--- config.mk ---
export PLATFORM = sky130hd
export DESIGN_NAME = horizontal_area_resampler_top_flat
export DESIGN_NICKNAME = d
export VERILOG_FILES = /design/src/sv/hrs_pkg.sv /design/src/sv/hrs_pix_if.sv /design/src/sv/hrs_res_if.sv /design/src/sv/hrs_mac.sv /design/src/sv/hrs_cfg.sv /design/src/sv/horizontal_area_resampler_top.sv /design/src/flat_wrapper.sv
export SDC_FILE = /design/constraint.sdc
export NUM_CORES = 1
export LEC_CHECK = 0
export BUFFER_PORTS_ARGS = -buffer_cell sky130_fd_sc_hd__buf_4
export CORE_MARGIN = 3
export CORE_UTILIZATION = 29
export DETAILED_ROUTE_END_ITERATION = 7
export GPL_ROUTABILITY_DRIVEN = 0
export SLEW_MARGIN = 5
export SYNTH_ARGS = -nofsm -noshare
export SYNTH_HDL_FRONTEND = slang
export SYNTH_SLANG_ARGS = --single-unit
--- constraint.sdc ---
create_clock -name i_clk -period 9.86 [get_ports i_clk]
set_input_delay 0.986 -clock i_clk [delete_from_list [all_inputs] [get_ports i_clk]]
set_output_delay 0.986 -clock i_clk [all_outputs]
set_load 0.05 [all_outputs]
--- src/sv/hrs_pkg.sv ---
`timescale 1ns / 1ps

package hrs_pkg;

    localparam int PIX_W   = 8;
    localparam int COL_W   = 11;
    localparam int RATIO_W = 20;
    localparam int OWID_W  = 12;
    localparam int Q_W     = 17;
    localparam int ADDR_W  = 3;
    localparam int DATA_W  = 32;

    localparam logic [Q_W-1:0] ONE_Q16 = 17'h1_0000;

    // register index, taken from paddr[2]
    localparam logic REG_SCALE_RATIO = 1'b0;
    localparam logic REG_OUT_WIDTH   = 1'b1;

    typedef struct packed {
        logic [RATIO_W-1:0] scale_ratio;
        logic [OWID_W-1:0]  out_width;
    } t_cfg;

    typedef struct packed {
        logic [PIX_W-1:0] out_red;
        logic [PIX_W-1:0] out_green;
        logic [PIX_W-1:0] out_blue;
        logic [COL_W-1:0] out_column;
        logic             last_of_run;
    } t_res;

endpackage

--- src/sv/hrs_pix_if.sv ---
`timescale 1ns / 1ps

interface hrs_pix_if;
    logic                     valid;
    logic                     ready;
    logic [hrs_pkg::PIX_W-1:0] in_red;
    logic [hrs_pkg::PIX_W-1:0] in_green;
    logic [hrs_pkg::PIX_W-1:0] in_blue;
    logic                     row_end;

    modport source (output valid, in_red, in_green, in_blue, row_end, input ready);
    modport sink   (input valid, in_red, in_green, in_blue, row_end, output ready);
endinterface

--- src/sv/hrs_res_if.sv ---
`timescale 1ns / 1ps

interface hrs_res_if;
    logic                     valid;
    logic                     ready;
    logic [hrs_pkg::PIX_W-1:0] out_red;
    logic [hrs_pkg::PIX_W-1:0] out_green;
    logic [hrs_pkg::PIX_W-1:0] out_blue;
    logic [hrs_pkg::COL_W-1:0] out_column;
    logic                     last_of_run;

    modport source (output valid, out_red, out_green, out_blue, out_column, last_of_run,
                    input ready);
    modport sink   (input valid, out_red, out_green, out_blue, out_column, last_of_run,
                    output ready);
endinterface

--- src/sv/hrs_mac.sv ---
`timescale 1ns / 1ps

// one channel: sum + floor(weight * pix / 2^16), saturated at 255
module hrs_mac (
    input  logic [hrs_pkg::PIX_W-1:0] i_sum,
    input  logic [hrs_pkg::Q_W-1:0]   i_weight,
    input  logic [hrs_pkg::PIX_W-1:0] i_pix,
    output logic [hrs_pkg::PIX_W-1:0] o_sum
);

    logic [hrs_pkg::Q_W+hrs_pkg::PIX_W-1:0] w_prod;
    logic [hrs_pkg::PIX_W+1:0]              w_acc;

    assign w_prod = i_weight * i_pix;
    assign w_acc  = {2'b00, i_sum} + {1'b0, w_prod[hrs_pkg::Q_W+hrs_pkg::PIX_W-1:16]};
    assign o_sum  = (w_acc > 10'd255) ? 8'hFF : w_acc[hrs_pkg::PIX_W-1:0];

endmodule

--- src/sv/hrs_cfg.sv ---
`timescale 1ns / 1ps

module hrs_cfg (
    input  logic                       i_clk,
    input  logic                       i_rst_n,
    input  logic                       psel,
    input  logic                       penable,
    input  logic                       pwrite,
    input  logic [hrs_pkg::ADDR_W-1:0] paddr,
    input  logic [hrs_pkg::DATA_W-1:0] pwdata,
    output logic [hrs_pkg::DATA_W-1:0] prdata,
    output logic                       pready,
    output hrs_pkg::t_cfg              o_cfg
);

    hrs_pkg::t_cfg r_cfg;
    logic          w_wr;

    assign pready = 1'b1;
    assign w_wr   = psel && penable && pwrite;
    assign o_cfg  = r_cfg;

    always_ff @(posedge i_clk) begin
        if (!i_rst_n) begin
            r_cfg.scale_ratio <= 20'd65536;
            r_cfg.out_width   <= 12'd2048;
        end else if (w_wr) begin
            case (paddr[2])
                hrs_pkg::REG_SCALE_RATIO: r_cfg.scale_ratio <= pwdata[hrs_pkg::RATIO_W-1:0];
                hrs_pkg::REG_OUT_WIDTH:   r_cfg.out_width   <= pwdata[hrs_pkg::OWID_W-1:0];
                default: ;
            endcase
        end
    end

    always_comb begin
        case (paddr[2])
            hrs_pkg::REG_SCALE_RATIO:
                prdata = {{(hrs_pkg::DATA_W-hrs_pkg::RATIO_W){1'b0}}, r_cfg.scale_ratio};
            hrs_pkg::REG_OUT_WIDTH:
                prdata = {{(hrs_pkg::DATA_W-hrs_pkg::OWID_W){1'b0}}, r_cfg.out_width};
            default:
                prdata = '0;
        endcase
    end

endmodule

--- src/sv/horizontal_area_resampler_top.sv ---
`timescale 1ns / 1ps

// channel   dir  handshake        payload
// i_pix     in   valid / ready    in_red, in_green, in_blue, row_end
// o_res     out  valid / ready    out_red, out_green, out_blue, out_column, last_of_run
// apb       in   psel / penable   paddr 3 bits, pwdata / prdata 32 bits, pready tied high
//
// a pixel beat steps through accept, then for every weight slice a check and three channel
// steps, an emit step for every output it completes, then row-end and finish steps;
// a row-end flush adds an extra emit step, a slice check that finds the row full skips its
// three channel steps; the three channels share one multiply-add-saturate unit
// results wait one slice in a holding register so last_of_run is known; a stalled
// output beat holds the sequencer in its emit or finish step
// reset is synchronous, active low; it restores the register defaults and opens a fresh row
module horizontal_area_resampler_top #(
    parameter int MAX_ROW_WIDTH = 2048,
    parameter int MAX_UPSCALE   = 16
) (
    input  logic                       i_clk,
    input  logic                       i_rst_n,
    hrs_pix_if.sink                    i_pix,
    hrs_res_if.source                  o_res,
    input  logic                       psel,
    input  logic                       penable,
    input  logic                       pwrite,
    input  logic [hrs_pkg::ADDR_W-1:0] paddr,
    input  logic [hrs_pkg::DATA_W-1:0] pwdata,
    output logic [hrs_pkg::DATA_W-1:0] prdata,
    output logic                       pready
);

    // column counter must hold the row limit itself
    localparam int CNT_W = $clog2(MAX_ROW_WIDTH + 1);
    localparam int CMP_W = (CNT_W > hrs_pkg::OWID_W) ? CNT_W : hrs_pkg::OWID_W;
    // ratio cap, MAX_UPSCALE * 1.0 minus one lsb
    localparam logic [21:0] RATIO_CAP = 22'(MAX_UPSCALE * 65536 - 1);

    typedef enum logic [2:0] {
        S_IDLE,
        S_CHECK,
        S_MAC,
        S_EMIT,
        S_ROWEND,
        S_FIN
    } t_state;

    hrs_pkg::t_cfg w_cfg;

    t_state                       r_state;
    logic [hrs_pkg::PIX_W-1:0]    r_pix [3];
    logic [hrs_pkg::PIX_W-1:0]    r_sum [3];
    logic                         r_last;
    logic [hrs_pkg::RATIO_W-1:0]  r_avail;
    logic [CNT_W-1:0]             r_limit;
    logic [CNT_W-1:0]             r_count;
    logic [hrs_pkg::Q_W-1:0]      r_need;
    logic [hrs_pkg::Q_W-1:0]      r_slice;
    logic                         r_full;
    logic [1:0]                   r_ch;
    logic                         r_flush;
    hrs_pkg::t_res                r_pend;
    logic                         r_pend_valid;
    hrs_pkg::t_res                r_out;
    logic                         r_out_valid;

    logic [hrs_pkg::RATIO_W-1:0]  w_avail_cap;
    logic [CNT_W-1:0]             w_limit;
    logic                         w_full;
    logic                         w_out_free;
    logic                         w_out_load;
    logic [hrs_pkg::PIX_W-1:0]    w_mac;

    hrs_cfg u_cfg (
        .i_clk   (i_clk),
        .i_rst_n (i_rst_n),
        .psel    (psel),
        .penable (penable),
        .pwrite  (pwrite),
        .paddr   (paddr),
        .pwdata  (pwdata),
        .prdata  (prdata),
        .pready  (pready),
        .o_cfg   (w_cfg)
    );

    // shared channel unit, walked over red, green, blue
    hrs_mac u_mac (
        .i_sum    (r_sum[r_ch]),
        .i_weight (r_slice),
        .i_pix    (r_pix[r_ch]),
        .o_sum    (w_mac)
    );

    // clamp ratio and row width at pixel accept
    assign w_avail_cap = ({2'b00, w_cfg.scale_ratio} > RATIO_CAP) ?
                         RATIO_CAP[hrs_pkg::RATIO_W-1:0] : w_cfg.scale_ratio;
    assign w_limit     = (CMP_W'(w_cfg.out_width) > CMP_W'(MAX_ROW_WIDTH)) ?
                         CNT_W'(MAX_ROW_WIDTH) : CNT_W'(w_cfg.out_width);

    // remaining weight covers the open output's need
    assign w_full     = (r_avail >= hrs_pkg::RATIO_W'(r_need));
    assign w_out_free = !r_out_valid || o_res.ready;
    // held result moves to the output register in the emit or finish step
    assign w_out_load = r_pend_valid && w_out_free &&
                        ((r_state == S_EMIT) || (r_state == S_FIN));

    assign i_pix.ready       = (r_state == S_IDLE);
    assign o_res.valid       = r_out_valid;
    assign o_res.out_red     = r_out.out_red;
    assign o_res.out_green   = r_out.out_green;
    assign o_res.out_blue    = r_out.out_blue;
    assign o_res.out_column  = r_out.out_column;
    assign o_res.last_of_run = r_out.last_of_run;

    always_ff @(posedge i_clk) begin
        if (!i_rst_n) begin
            r_state      <= S_IDLE;
            r_out_valid  <= 1'b0;
            r_pend_valid <= 1'b0;
            r_count      <= '0;
            r_need       <= hrs_pkg::ONE_Q16;
            r_sum[0]     <= '0;
            r_sum[1]     <= '0;
            r_sum[2]     <= '0;
            r_ch         <= '0;
            r_flush      <= 1'b0;
        end else begin
            // output beat reloaded, or taken
            if (w_out_load) begin
                r_out_valid <= 1'b1;
            end else if (o_res.ready) begin
                r_out_valid <= 1'b0;
            end
            case (r_state)
                S_IDLE: begin
                    if (i_pix.valid) begin
                        r_pix[0] <= i_pix.in_red;
                        r_pix[1] <= i_pix.in_green;
                        r_pix[2] <= i_pix.in_blue;
                        r_last   <= i_pix.row_end;
                        r_avail  <= w_avail_cap;
                        r_limit  <= w_limit;
                        r_state  <= S_CHECK;
                    end
                end
                S_CHECK: begin
                    // row full: pixel only matters for its row end
                    if (r_count < r_limit) begin
                        r_slice <= w_full ? r_need : r_avail[hrs_pkg::Q_W-1:0];
                        r_full  <= w_full;
                        r_ch    <= '0;
                        r_state <= S_MAC;
                    end else begin
                        r_state <= S_ROWEND;
                    end
                end
                S_MAC: begin
                    r_sum[r_ch] <= w_mac;
                    if (r_ch == 2'd2) begin
                        if (r_full) begin
                            r_avail <= r_avail - hrs_pkg::RATIO_W'(r_need);
                            r_flush <= 1'b0;
                            r_state <= S_EMIT;
                        end else begin
                            // partial slice, avail is below need here
                            r_need  <= r_need - r_avail[hrs_pkg::Q_W-1:0];
                            r_state <= S_ROWEND;
                        end
                    end else begin
                        r_ch <= r_ch + 2'd1;
                    end
                end
                S_EMIT: begin
                    // older result leaves the holding register, not last of its run
                    if (!r_pend_valid || w_out_free) begin
                        if (r_pend_valid) begin
                            r_out.out_red     <= r_pend.out_red;
                            r_out.out_green   <= r_pend.out_green;
                            r_out.out_blue    <= r_pend.out_blue;
                            r_out.out_column  <= r_pend.out_column;
                            r_out.last_of_run <= 1'b0;
                        end
                        r_pend.out_red     <= r_sum[0];
                        r_pend.out_green   <= r_sum[1];
                        r_pend.out_blue    <= r_sum[2];
                        r_pend.out_column  <= hrs_pkg::COL_W'(r_count);
                        r_pend.last_of_run <= 1'b0;
                        r_pend_valid       <= 1'b1;
                        r_need             <= hrs_pkg::ONE_Q16;
                        r_sum[0]           <= '0;
                        r_sum[1]           <= '0;
                        r_sum[2]           <= '0;
                        if (r_flush) begin
                            r_count <= '0;
                            r_state <= S_FIN;
                        end else begin
                            r_count <= r_count + CNT_W'(1);
                            r_state <= S_CHECK;
                        end
                    end
                end
                S_ROWEND: begin
                    if (r_last) begin
                        // flush a partly filled output, else just clear the row
                        if (r_count < r_limit && r_need < hrs_pkg::ONE_Q16) begin
                            r_flush <= 1'b1;
                            r_state <= S_EMIT;
                        end else begin
                            r_count  <= '0;
                            r_need   <= hrs_pkg::ONE_Q16;
                            r_sum[0] <= '0;
                            r_sum[1] <= '0;
                            r_sum[2] <= '0;
                            r_state  <= S_FIN;
                        end
                    end else begin
                        r_state <= S_FIN;
                    end
                end
                S_FIN: begin
                    // held result is the last of this pixel's run
                    if (!r_pend_valid) begin
                        r_state <= S_IDLE;
                    end else if (w_out_free) begin
                        r_out.out_red     <= r_pend.out_red;
                        r_out.out_green   <= r_pend.out_green;
                        r_out.out_blue    <= r_pend.out_blue;
                        r_out.out_column  <= r_pend.out_column;
                        r_out.last_of_run <= 1'b1;
                        r_pend_valid      <= 1'b0;
                        r_state           <= S_IDLE;
                    end
                end
                default: begin
                    r_state <= S_IDLE;
                end
            endcase
        end
    end

endmodule

--- src/flat_wrapper.sv ---
// flat-port wrapper written by rule: the top's interface ports become plain ports
module horizontal_area_resampler_top_flat 
#(
    parameter int MAX_ROW_WIDTH = 2048,
    parameter int MAX_UPSCALE   = 16
)
  (i_clk, i_rst_n, psel, penable, pwrite, paddr, pwdata, prdata, pready, i_pix_valid, i_pix_in_red, i_pix_in_green, i_pix_in_blue, i_pix_row_end, i_pix_ready, o_res_valid, o_res_out_red, o_res_out_green, o_res_out_blue, o_res_out_column, o_res_last_of_run, o_res_ready);
  hrs_pix_if i_pix_i ();
  hrs_res_if o_res_i ();
  input  logic i_clk;
  input  logic i_rst_n;
  input  logic psel;
  input  logic penable;
  input  logic pwrite;
  input  logic [hrs_pkg::ADDR_W-1:0] paddr;
  input  logic [hrs_pkg::DATA_W-1:0] pwdata;
  output logic [hrs_pkg::DATA_W-1:0] prdata;
  output logic pready;
  input wire logic [$bits(i_pix_i.valid)-1:0] i_pix_valid;
  input wire logic [$bits(i_pix_i.in_red)-1:0] i_pix_in_red;
  input wire logic [$bits(i_pix_i.in_green)-1:0] i_pix_in_green;
  input wire logic [$bits(i_pix_i.in_blue)-1:0] i_pix_in_blue;
  input wire logic [$bits(i_pix_i.row_end)-1:0] i_pix_row_end;
  output wire logic [$bits(i_pix_i.ready)-1:0] i_pix_ready;
  output wire logic [$bits(o_res_i.valid)-1:0] o_res_valid;
  output wire logic [$bits(o_res_i.out_red)-1:0] o_res_out_red;
  output wire logic [$bits(o_res_i.out_green)-1:0] o_res_out_green;
  output wire logic [$bits(o_res_i.out_blue)-1:0] o_res_out_blue;
  output wire logic [$bits(o_res_i.out_column)-1:0] o_res_out_column;
  output wire logic [$bits(o_res_i.last_of_run)-1:0] o_res_last_of_run;
  input wire logic [$bits(o_res_i.ready)-1:0] o_res_ready;
  assign i_pix_i.valid = i_pix_valid;
  assign i_pix_i.in_red = i_pix_in_red;
  assign i_pix_i.in_green = i_pix_in_green;
  assign i_pix_i.in_blue = i_pix_in_blue;
  assign i_pix_i.row_end = i_pix_row_end;
  assign i_pix_ready = i_pix_i.ready;
  assign o_res_valid = o_res_i.valid;
  assign o_res_out_red = o_res_i.out_red;
  assign o_res_out_green = o_res_i.out_green;
  assign o_res_out_blue = o_res_i.out_blue;
  assign o_res_out_column = o_res_i.out_column;
  assign o_res_last_of_run = o_res_i.last_of_run;
  assign o_res_i.ready = o_res_ready;
  horizontal_area_resampler_top #(.MAX_ROW_WIDTH(MAX_ROW_WIDTH), .MAX_UPSCALE(MAX_UPSCALE)) u_core (.i_clk(i_clk), .i_rst_n(i_rst_n), .i_pix(i_pix_i), .o_res(o_res_i), .psel(psel), .penable(penable), .pwrite(pwrite), .paddr(paddr), .pwdata(pwdata), .prdata(prdata), .pready(pready));
endmodule
==> run metrics, run 1 <==
total core area=0.05435 mm²; sequential area share after synthesis=0.4209; dpl cell area=0.01763 mm²; cell row count=85; number of max-cap violations=0; top_reg_cell synth=edfxtp_1; synthesized instance count=1539; initial antenna violation count=0; post-CTS resize count=0; total I/O pin count=138; Initial DRC Count=682; worst path required time=10120 ps; DR pass1 iterations=7; Critical Path AT=8510 ps; VDD IR max=216.0 µV; Cell variety after synth=73; GRT Resource Usage Total=0.1273; vias per inst=4.761; post-synthesis async set-or-reset flop share=0; setup TNS=0 ps; hpwl dp=27.36 mm; # fillers=5468; Clock Tree Buf Depth=3; n_diodes=0; DP Worst Slack=1549 ps; starting density of the core=0.2958; wire per inst=15.55 µm; final count of hold timing violations=0; Setup crit end kind=flip-flop; H-tree levels=1; Slew Limit Fails=0; largest area contributor in the netlist=edfxtp_1; most common library cells after synthesis=edfxtp_1 (178), inv_1 (151), nand2_1 (148); PD cells=266.0 mW/mm²; Post-synth EDFFs=178; leakage=7.520 nW; Vias=11.36k; Worst slew margin=0.2705; mean area per synthesized cell=10.45 µm²; post-CTS setup buffers=0; Final Worst Setup Slack=1617 ps; Die ar.=0.05829 mm²; TritonCTS clock tree=built; Final Skew=28.38 ps; Die Ht=241.4 µm; Worst-path clk slew=60 ps; Final ANT Viol Nets=0; vias in the first global route=11.63k; first-pass GRT wire length=60.31 mm; clock root buffer=clkbuf_16; Design Area, Final=0.01843 mm²; Slew @ Worst Pin=1094 ps; most area-consuming cells after synthesis=edfxtp_1 (33%), fa_1 (11%), dfxtp_1 (8.8%); min-delay worst type=flip-flop to flip-flop; Yosys reg bits=249; Hold-fix buffers, CTS=0; worst r2r path cells=27; synth-to-layout area growth=14.64%; reg2reg end=u_core.r_sum[0][5]$_SDFFCE_PN0P_; Post-Syn Area=0.01608 mm²; final WL=37.09 mm; Max Freq=121.3 MHz; run status=finished, final reports clean; Hold EP=u_core.o_res.out_green[7]$_DFFE_PP_; top-count cell post-synth=edfxtp_1; worst hold start=u_core.r_pend[27]$_DFFE_PP_; Synth top area share=0.3325; flop2flop setup slack=1620 ps; die width=241.4 µm; number of port buffers=110; fin crit period=8243 ps; final setup vio count=0; layout cell share with drive strength beyond 1=0.1288; pin count of the biggest net entering global routing=59; gr ovfl total=0; sequential cell area=0.006766 mm²; TritonCTS Buffers=25; CP max stage delay=980 ps; final period utilization=0.8360; WHS Path Cells=0; critical-path maximum fanout=17; CP max-delay cell=dfxtp_1; Worst Setup Start Kind=flip-flop; worst-skew pair later-pin latency=550 ps; total DRC errors in the routed layout=0; multi-input logic area=0.008444 mm²; Total Nets Final=1887; synth warn=0; CP dominant cell by count=fa_1; unrepaired setup endpoints after global routing=false; clk sink count=249; critical path class=flip-flop to flip-flop
## state kept, by name (all words and copies together), names as in the netlist, named ones only
register and count:
u_core.r_slice 17, u_core.r_need 17, u_core.o_res.out_green 8, u_core.r_full 1, u_core.r_pend 35, u_core.r_sum 32
u_core.r_count 12, u_core.o_res.valid 1, u_core.r_pix 24, u_core.o_res.last_of_run 1, u_core.r_ch 2, u_core.o_res.out_red 8
u_core.r_limit 12, u_core.r_last 1, u_core.u_cfg.o_cfg 32, u_core.o_res.out_column 11, u_core.r_state 3, u_core.r_pend_valid 1
u_core.o_res.out_blue 8, u_core.r_avail 20, u_core.r_flush 1
## area by class of cell
| class | instances | share of cell area |
|---|---|---|
| Multi-Input combinational cell | 1075 | 0.4582 |
| Sequential cell | 249 | 0.3672 |
| Timing Repair Buffer | 124 | 0.05051 |
| Tap cell | 739 | 0.05017 |
| Clock buffer | 36 | 0.03836 |
| Inverter | 152 | 0.03096 |
| Clock inverter | 10 | 0.004617 |
## layer usage
metal,GRT usage,part of all wire
met1,0.1788,0.48
met2,0.2078,0.46
met3,0.01867,0.047
met4,0.03024,0.017
met5,0,0
## cells by family (layout without fill, tap and decap cells)
kind of cell | Yosys count | in the layout | share of synthesized area
AO/OA/AOI/OAI | 298 | 298 | 0.1161
XOR/XNOR | 40 | 40 | 0.02179
adder cells (fa/ha/maj) | 193 | 193 | 0.1932
buffers and inverters | 226 | 322 | 0.05869
flip-flops | 249 | 249 | 0.4209
multiplexers | 49 | 49 | 0.03814
other | 2 | 13 | 0.0004672
AND/OR/NAND/NOR | 482 | 482 | 0.1507
## worst max-delay path by stage
stage / slack (ps) / to / start / cells after the start
2_1_floorplan: 2770 / u_core.r_sum[1][0]$_SDFFCE_PN0P_ / flip-flop / 30
3_5_place_dp: 1550 / u_core.r_sum[0][7]$_SDFFCE_PN0P_ / flip-flop / 25
4_1_cts: 1570 / u_core.r_sum[0][7]$_SDFFCE_PN0P_ / flip-flop / 25
3_3_place_gp: 1730 / u_core.r_sum[2][5]$_SDFFCE_PN0P_ / flip-flop / 27
5_1_grt: 940 / u_core.r_sum[0][7]$_SDFFCE_PN0P_ / flip-flop / 25
6_report: 1620 / u_core.r_sum[0][5]$_SDFFCE_PN0P_ / flip-flop / 27
## where the power goes
| group | internal, mW | total (mW) | switching (mW) |
|---|---|---|---|
| Clock | 0.526 | 0.927 | 0.401 |
| Combinational | 1.07 | 2.70 | 1.63 |
| Sequential | 1.23 | 1.28 | 0.0472 |
## through the flow
| step | utilization | power [mW] | std cells | hold slack [ps] |
|---|---|---|---|---|
| after floorplan | - | 3.406 | 1550 | 400.3 |
| after global placement | 0.3245 | 3.909 | 2339 | 408.0 |
| after detailed placement | 0.3245 | 3.985 | 2339 | 404.5 |
| after CTS | 0.3391 | 4.936 | 2385 | 415.6 |
| after global routing | 0.3391 | 5.352 | 2385 | 422.5 |
| final | 0.3391 | 4.903 | 2385 | 412.8 |
## worst max-delay path: cells and delay by family (launching register included)
kind            cells  cell delay [ps]
fa+ha+maj           7             3020
simple gates        7             1100
flops               1              980
compound gates      7             2210
buf+inv             3              160
xor+xnor            1              160
mux                 2              340
## cells in the final DEF, fill, tap and decap left out, types with 16 or more instances in the layout
master	netlist	routed
edfxtp_1	178	178
inv_1	151	150
nand2_1	148	148
buf_4	15	124
ha_1	101	101
a21oi_1	104	100
fa_1	92	92
nor2_1	79	76
nor2b_1	73	73
dfxtp_1	71	71
and2_1	66	66
o21ai_0	60	60
nand3_1	36	36
mux2i_1	26	26
xnor2_1	26	26
clkbuf_16	0	25
a21o_1	20	20
o31ai_1	18	18
nand2b_1	17	17
nand4_1	16	16
(Power assumes the default switching activity.)
==> run 2, diff against run 1 <==
ABC_AREA = 1   (was unset)
clock period = 8.43 ns   (was 9.86 ns; I/O delays follow)
==> run 2 against run 1 <==
Clock-buffer cell count is 6 lower. Clock skew is 9.0 ps lower. Sequential share of layout area is 0.55 points lower. Register-to-register slack worse by 610 ps. Synthesized cell count is 21% higher. Maximum frequency is 11% higher. Sequential cell count stayed put. Design area is 1.5% higher. Synthesized area is 1.7% higher. Largest cell class unchanged.
==> run metrics, run 2 <==
TritonCTS Buffers=25; synth warn=0; synth-to-layout area growth=14.40%; fin crit period=7420 ps; Die ar.=0.05928 mm²; # fillers=5712; wire per inst=14.93 µm; clk sink count=249; H-tree levels=1; final setup vio count=0; WHS Path Cells=0; Vias=12.64k; Total Nets Final=2212; largest area contributor in the netlist=edfxtp_1; Hold-fix buffers, CTS=0; multi-input logic area=0.008220 mm²; final period utilization=0.8802; Slew @ Worst Pin=1082 ps; layout cell share with drive strength beyond 1=0.1065; Setup crit end kind=flip-flop; hpwl dp=30.84 mm; Cell variety after synth=56; mean area per synthesized cell=8.783 µm²; Clock Tree Buf Depth=3; DR pass1 iterations=5; Post-Syn Area=0.01635 mm²; n_diodes=0; Largest register FFs=35; initial antenna violation count=0; number of max-cap violations=0; first-pass GRT wire length=66.17 mm; Post-synth EDFFs=178; most area-consuming cells after synthesis=edfxtp_1 (33%), fa_1 (11%), dfxtp_1 (8.7%); critical path class=flip-flop to flip-flop; pin count of the biggest net entering global routing=61; top_reg_cell synth=edfxtp_1; Final ANT Viol Nets=0; worst path required time=8710 ps; Worst slew margin=0.2762; min-delay worst type=flip-flop to flip-flop; number of port buffers=110; Worst-path clk slew=60 ps; worst r2r path cells=33; Synth top area share=0.3269; total DRC errors in the routed layout=0; critical path depth=33; Die Ht=243.5 µm; setup TNS=0 ps; Final Skew=19.40 ps; die width=243.5 µm; gr ovfl total=0; worst-skew pair later-pin latency=550 ps; flop2flop setup slack=1010 ps; total core area=0.05542 mm²; Bufs and invs on worst path=7; TritonCTS clock tree=built; most frequent cells in the layout=nor2_1 (301), nand2_1 (280), inv_1 (272); CP max stage delay=560 ps; cell row count=86; post-CTS setup buffers=0; starting density of the core=0.2951; post-CTS resize count=0; unrepaired setup endpoints after global routing=false; final count of hold timing violations=0; synthesized instance count=1862; GRT Resource Usage Total=0.1353; total I/O pin count=138; clock root buffer=clkbuf_16; CP top delay family=adder cells; final WL=40.58 mm; Slew Limit Fails=0; vias in the first global route=12.71k; Largest Register=u_core.r_pend; critical-path maximum fanout=25; CP dominant cell by count=fa_1; CP max-delay cell=fa_1; Yosys reg bits=249; commonest non-fill, non-tap cell in the layout=nor2_1; Max Freq=134.8 MHz; Worst Setup Start Kind=flip-flop; Critical Path AT=7700 ps; most common library cells after synthesis=nor2_1 (304), nand2_1 (280), inv_1 (272); run status=finished, final reports clean; sequential cell area=0.006766 mm²; Initial DRC Count=838; top-count cell post-synth=nor2_1; post-synthesis async set-or-reset flop share=0; sequential area share after synthesis=0.4138; vias per inst=4.647
[run 2: routing by layer]
layer,share of wire,GRT usage,vias up
met4,0.019,0.03023,0
met2,0.45,0.2198,351
li1,-,-,6215
met1,0.46,0.1892,6031
met5,0,0,-
met3,0.070,0.02278,39
[run 2: layout make-up]
cell class | count | share of cell area
multi-input cells | 1270 | 0.4394
flip-flops and latches | 249 | 0.3617
inverters | 287 | 0.05765
well taps | 748 | 0.05003
repair buffers | 119 | 0.04775
clock buffers | 30 | 0.03444
clock inverters | 16 | 0.009029
[run 2: cell families after synthesis]
family | Yosys count | synth area share
AOI/OAI and AO/OA | 328 | 0.1093
xor gates and xnor gates | 29 | 0.01553
adders and majority gates | 193 | 0.1899
buffers and inverters | 354 | 0.08768
DFF | 249 | 0.4138
other | 2 | 0.0004592
and+or+nand+nor | 707 | 0.1833
[run 2: final timing paths]
check | startpoint | to
setup / recovery | flip-flop | u_core.r_sum[1][3]$_SDFFCE_PN0P_
hold reg to reg | u_core.r_pend[19]$_DFFE_PP_ | u_core.o_res.out_blue[7]$_DFFE_PP_
setup reg to reg | flip-flop | u_core.r_sum[1][3]$_SDFFCE_PN0P_
hold / removal | u_core.r_pend[19]$_DFFE_PP_ | u_core.o_res.out_blue[7]$_DFFE_PP_
[run 2: worst reg2reg max path: cells and delay by family, from the launching register on]
kind                     cells  cell delay (ps)
adder cells (fa/ha/maj)      7             3010
AND/OR/NAND/NOR             14             1690
buffers and inverters        7             1340
AO/OA/AOI/OAI                4              600
flip-flops                   1              320
XOR/XNOR                     1              190
[run 2: stage by stage]
step | instances | area (µm²) | utilization | hold WS, ps | worst slack, ps
finish | 2719 | 18710 | 0.3376 | 419.8 | 1010
global route | 2719 | 18710 | 0.3376 | 419.2 | 450.1
CTS | 2719 | 18710 | 0.3376 | 419.8 | 1046
detailed placement | 2673 | 17890 | 0.3229 | 404.5 | 1064
global placement | 2673 | 17890 | 0.3229 | 406.8 | 1157
floorplan | 1873 | 16390 | - | 400.3 | 2040
Power of run 2 is not shown: default switching activity piles up to over one toggle a cycle in this logic, so the estimate is an artifact.
==> run 3, diff against run 2 <==
REMOVE_ABC_BUFFERS = 1   (was unset)
==> run 3 against run 2 <==
Wire length grew 0.69%. Design area grew 0.65%. First-iteration DRC count grew 10%. Critical path depth shrank 2. Clock-buffer cell count grew 2. Sequential share of layout area shrank 0.23 points. Hold slack lost 2.8 ps. Critical path type unchanged. Core utilization grew 0.22 points. Sequential cell count is the same. Register-to-register slack gained 240 ps. Highest routed layer is now met5.
==> run metrics, run 3 (synthesized netlist as in run 2, its figures left out) <==
run status=finished, final reports clean; # fillers=5651; Total Nets Final=2217; pin count of the biggest net entering global routing=37; CP max stage delay=560 ps; commonest non-fill, non-tap cell in the layout=nor2_1; setup TNS=0 ps; GRT Resource Usage Total=0.1350; worst path required time=8700 ps; CP max-delay cell=fa_1; layout cell share with drive strength beyond 1=0.1088; worst-skew pair later-pin latency=540 ps; Slew Limit Fails=0; synth-to-layout area growth=15.14%; clock root buffer=clkbuf_16; Die ar.=0.05928 mm²; Slew @ Worst Pin=1130 ps; unrepaired setup endpoints after global routing=false; Final ANT Viol Nets=0; Final Skew=13.65 ps; total core area=0.05542 mm²; n_diodes=0; total I/O pin count=138; gr ovfl total=0; critical path class=flip-flop to flip-flop; Design Area, Final=0.01883 mm²; clk sink count=249; fin crit period=7184 ps; Initial DRC Count=923; Critical Path AT=7450 ps; Die Ht=243.5 µm; Worst slew margin=0.2439; hpwl dp=31.16 mm; Worst-path clk slew=60 ps; Largest register FFs=35; TritonCTS Buffers=26; Max Freq=139.2 MHz; Worst Setup Start Kind=flip-flop; Vias=12.78k; final count of hold timing violations=0; first-pass GRT wire length=65.67 mm; final period utilization=0.8522; Largest Register=u_core.r_pend; number of max-cap violations=0; starting density of the core=0.2951; final core utilization=0.3398; dpl cell area=0.01792 mm²; die width=243.5 µm; CP dominant cell by count=fa_1; vias per inst=4.691; Clock Tree Buf Depth=3; H-tree levels=1; cell row count=86; Hold-fix buffers, CTS=0; vias in the first global route=12.65k; TritonCTS clock tree=built; post-CTS resize count=0; critical-path maximum fanout=25; final WL=40.87 mm; post-CTS setup buffers=0; total DRC errors in the routed layout=0; number of port buffers=110; final setup vio count=0; wire per inst=15.00 µm; DR pass1 iterations=5; initial antenna violation count=1; Setup crit end kind=flip-flop; min-delay worst type=flip-flop to flip-flop; most frequent cells in the layout=nor2_1 (301), nand2_1 (280), inv_1 (272)
[run 3: final timing paths]
| check | to | cells past startpoint | slack (ps) | start |
|---|---|---|---|---|
| max reg2reg | u_core.r_sum[1][4]$_SDFFCE_PN0P_ | 31 | 1250 | flip-flop |
| min | u_core.o_res.out_blue[2]$_DFFE_PP_ | 0 | 420 | u_core.r_pend[14]$_DFFE_PP_ |
| max | u_core.r_sum[1][4]$_SDFFCE_PN0P_ | 31 | 1250 | flip-flop |
| min reg2reg | u_core.o_res.out_blue[2]$_DFFE_PP_ | 0 | 420 | u_core.r_pend[14]$_DFFE_PP_ |
[run 3: area by class of cell]
type,count,area [µm²],area share
inverters,287,1079,0.05728
repair buffers,123,923.4,0.04904
clock inverters,16,219.0,0.01163
clock buffers,32,694.4,0.03688
flip-flops and latches,249,6766,0.3594
multi-input cells,1270,8212,0.4361
well taps,748,935.9,0.04970
[run 3: critical path, delay by kind of cell (launching register included)]
family	cells	cell delay, ps
adder cells (fa/ha/maj)	7	3010
AND/OR/NAND/NOR	13	1710
buffers and inverters	6	1000
AO/OA/AOI/OAI	4	610
flip-flops	1	430
XOR/XNOR	1	180
[run 3: layer usage]
metal | up-vias | share of wire | GRT usage
met1 | 6112 | 0.44 | 0.1840
li1 | 6215 | - | -
met5 | - | 0.00029 | 0
met2 | 392 | 0.47 | 0.2227
met3 | 62 | 0.066 | 0.02289
met4 | 2 | 0.020 | 0.03480
[run 3: through the flow]
step           setup slack, ps  hold slack [ps]  std cells
2_1_floorplan             1535            400.3       1806
3_3_place_gp              1258            406.8       2677
3_5_place_dp              1236            409.8       2677
4_1_cts                   1205            421.0       2725
5_1_grt                  761.9            427.8       2725
6_report                  1246            417.0       2725
Power of run 3 is left out for the same reason.
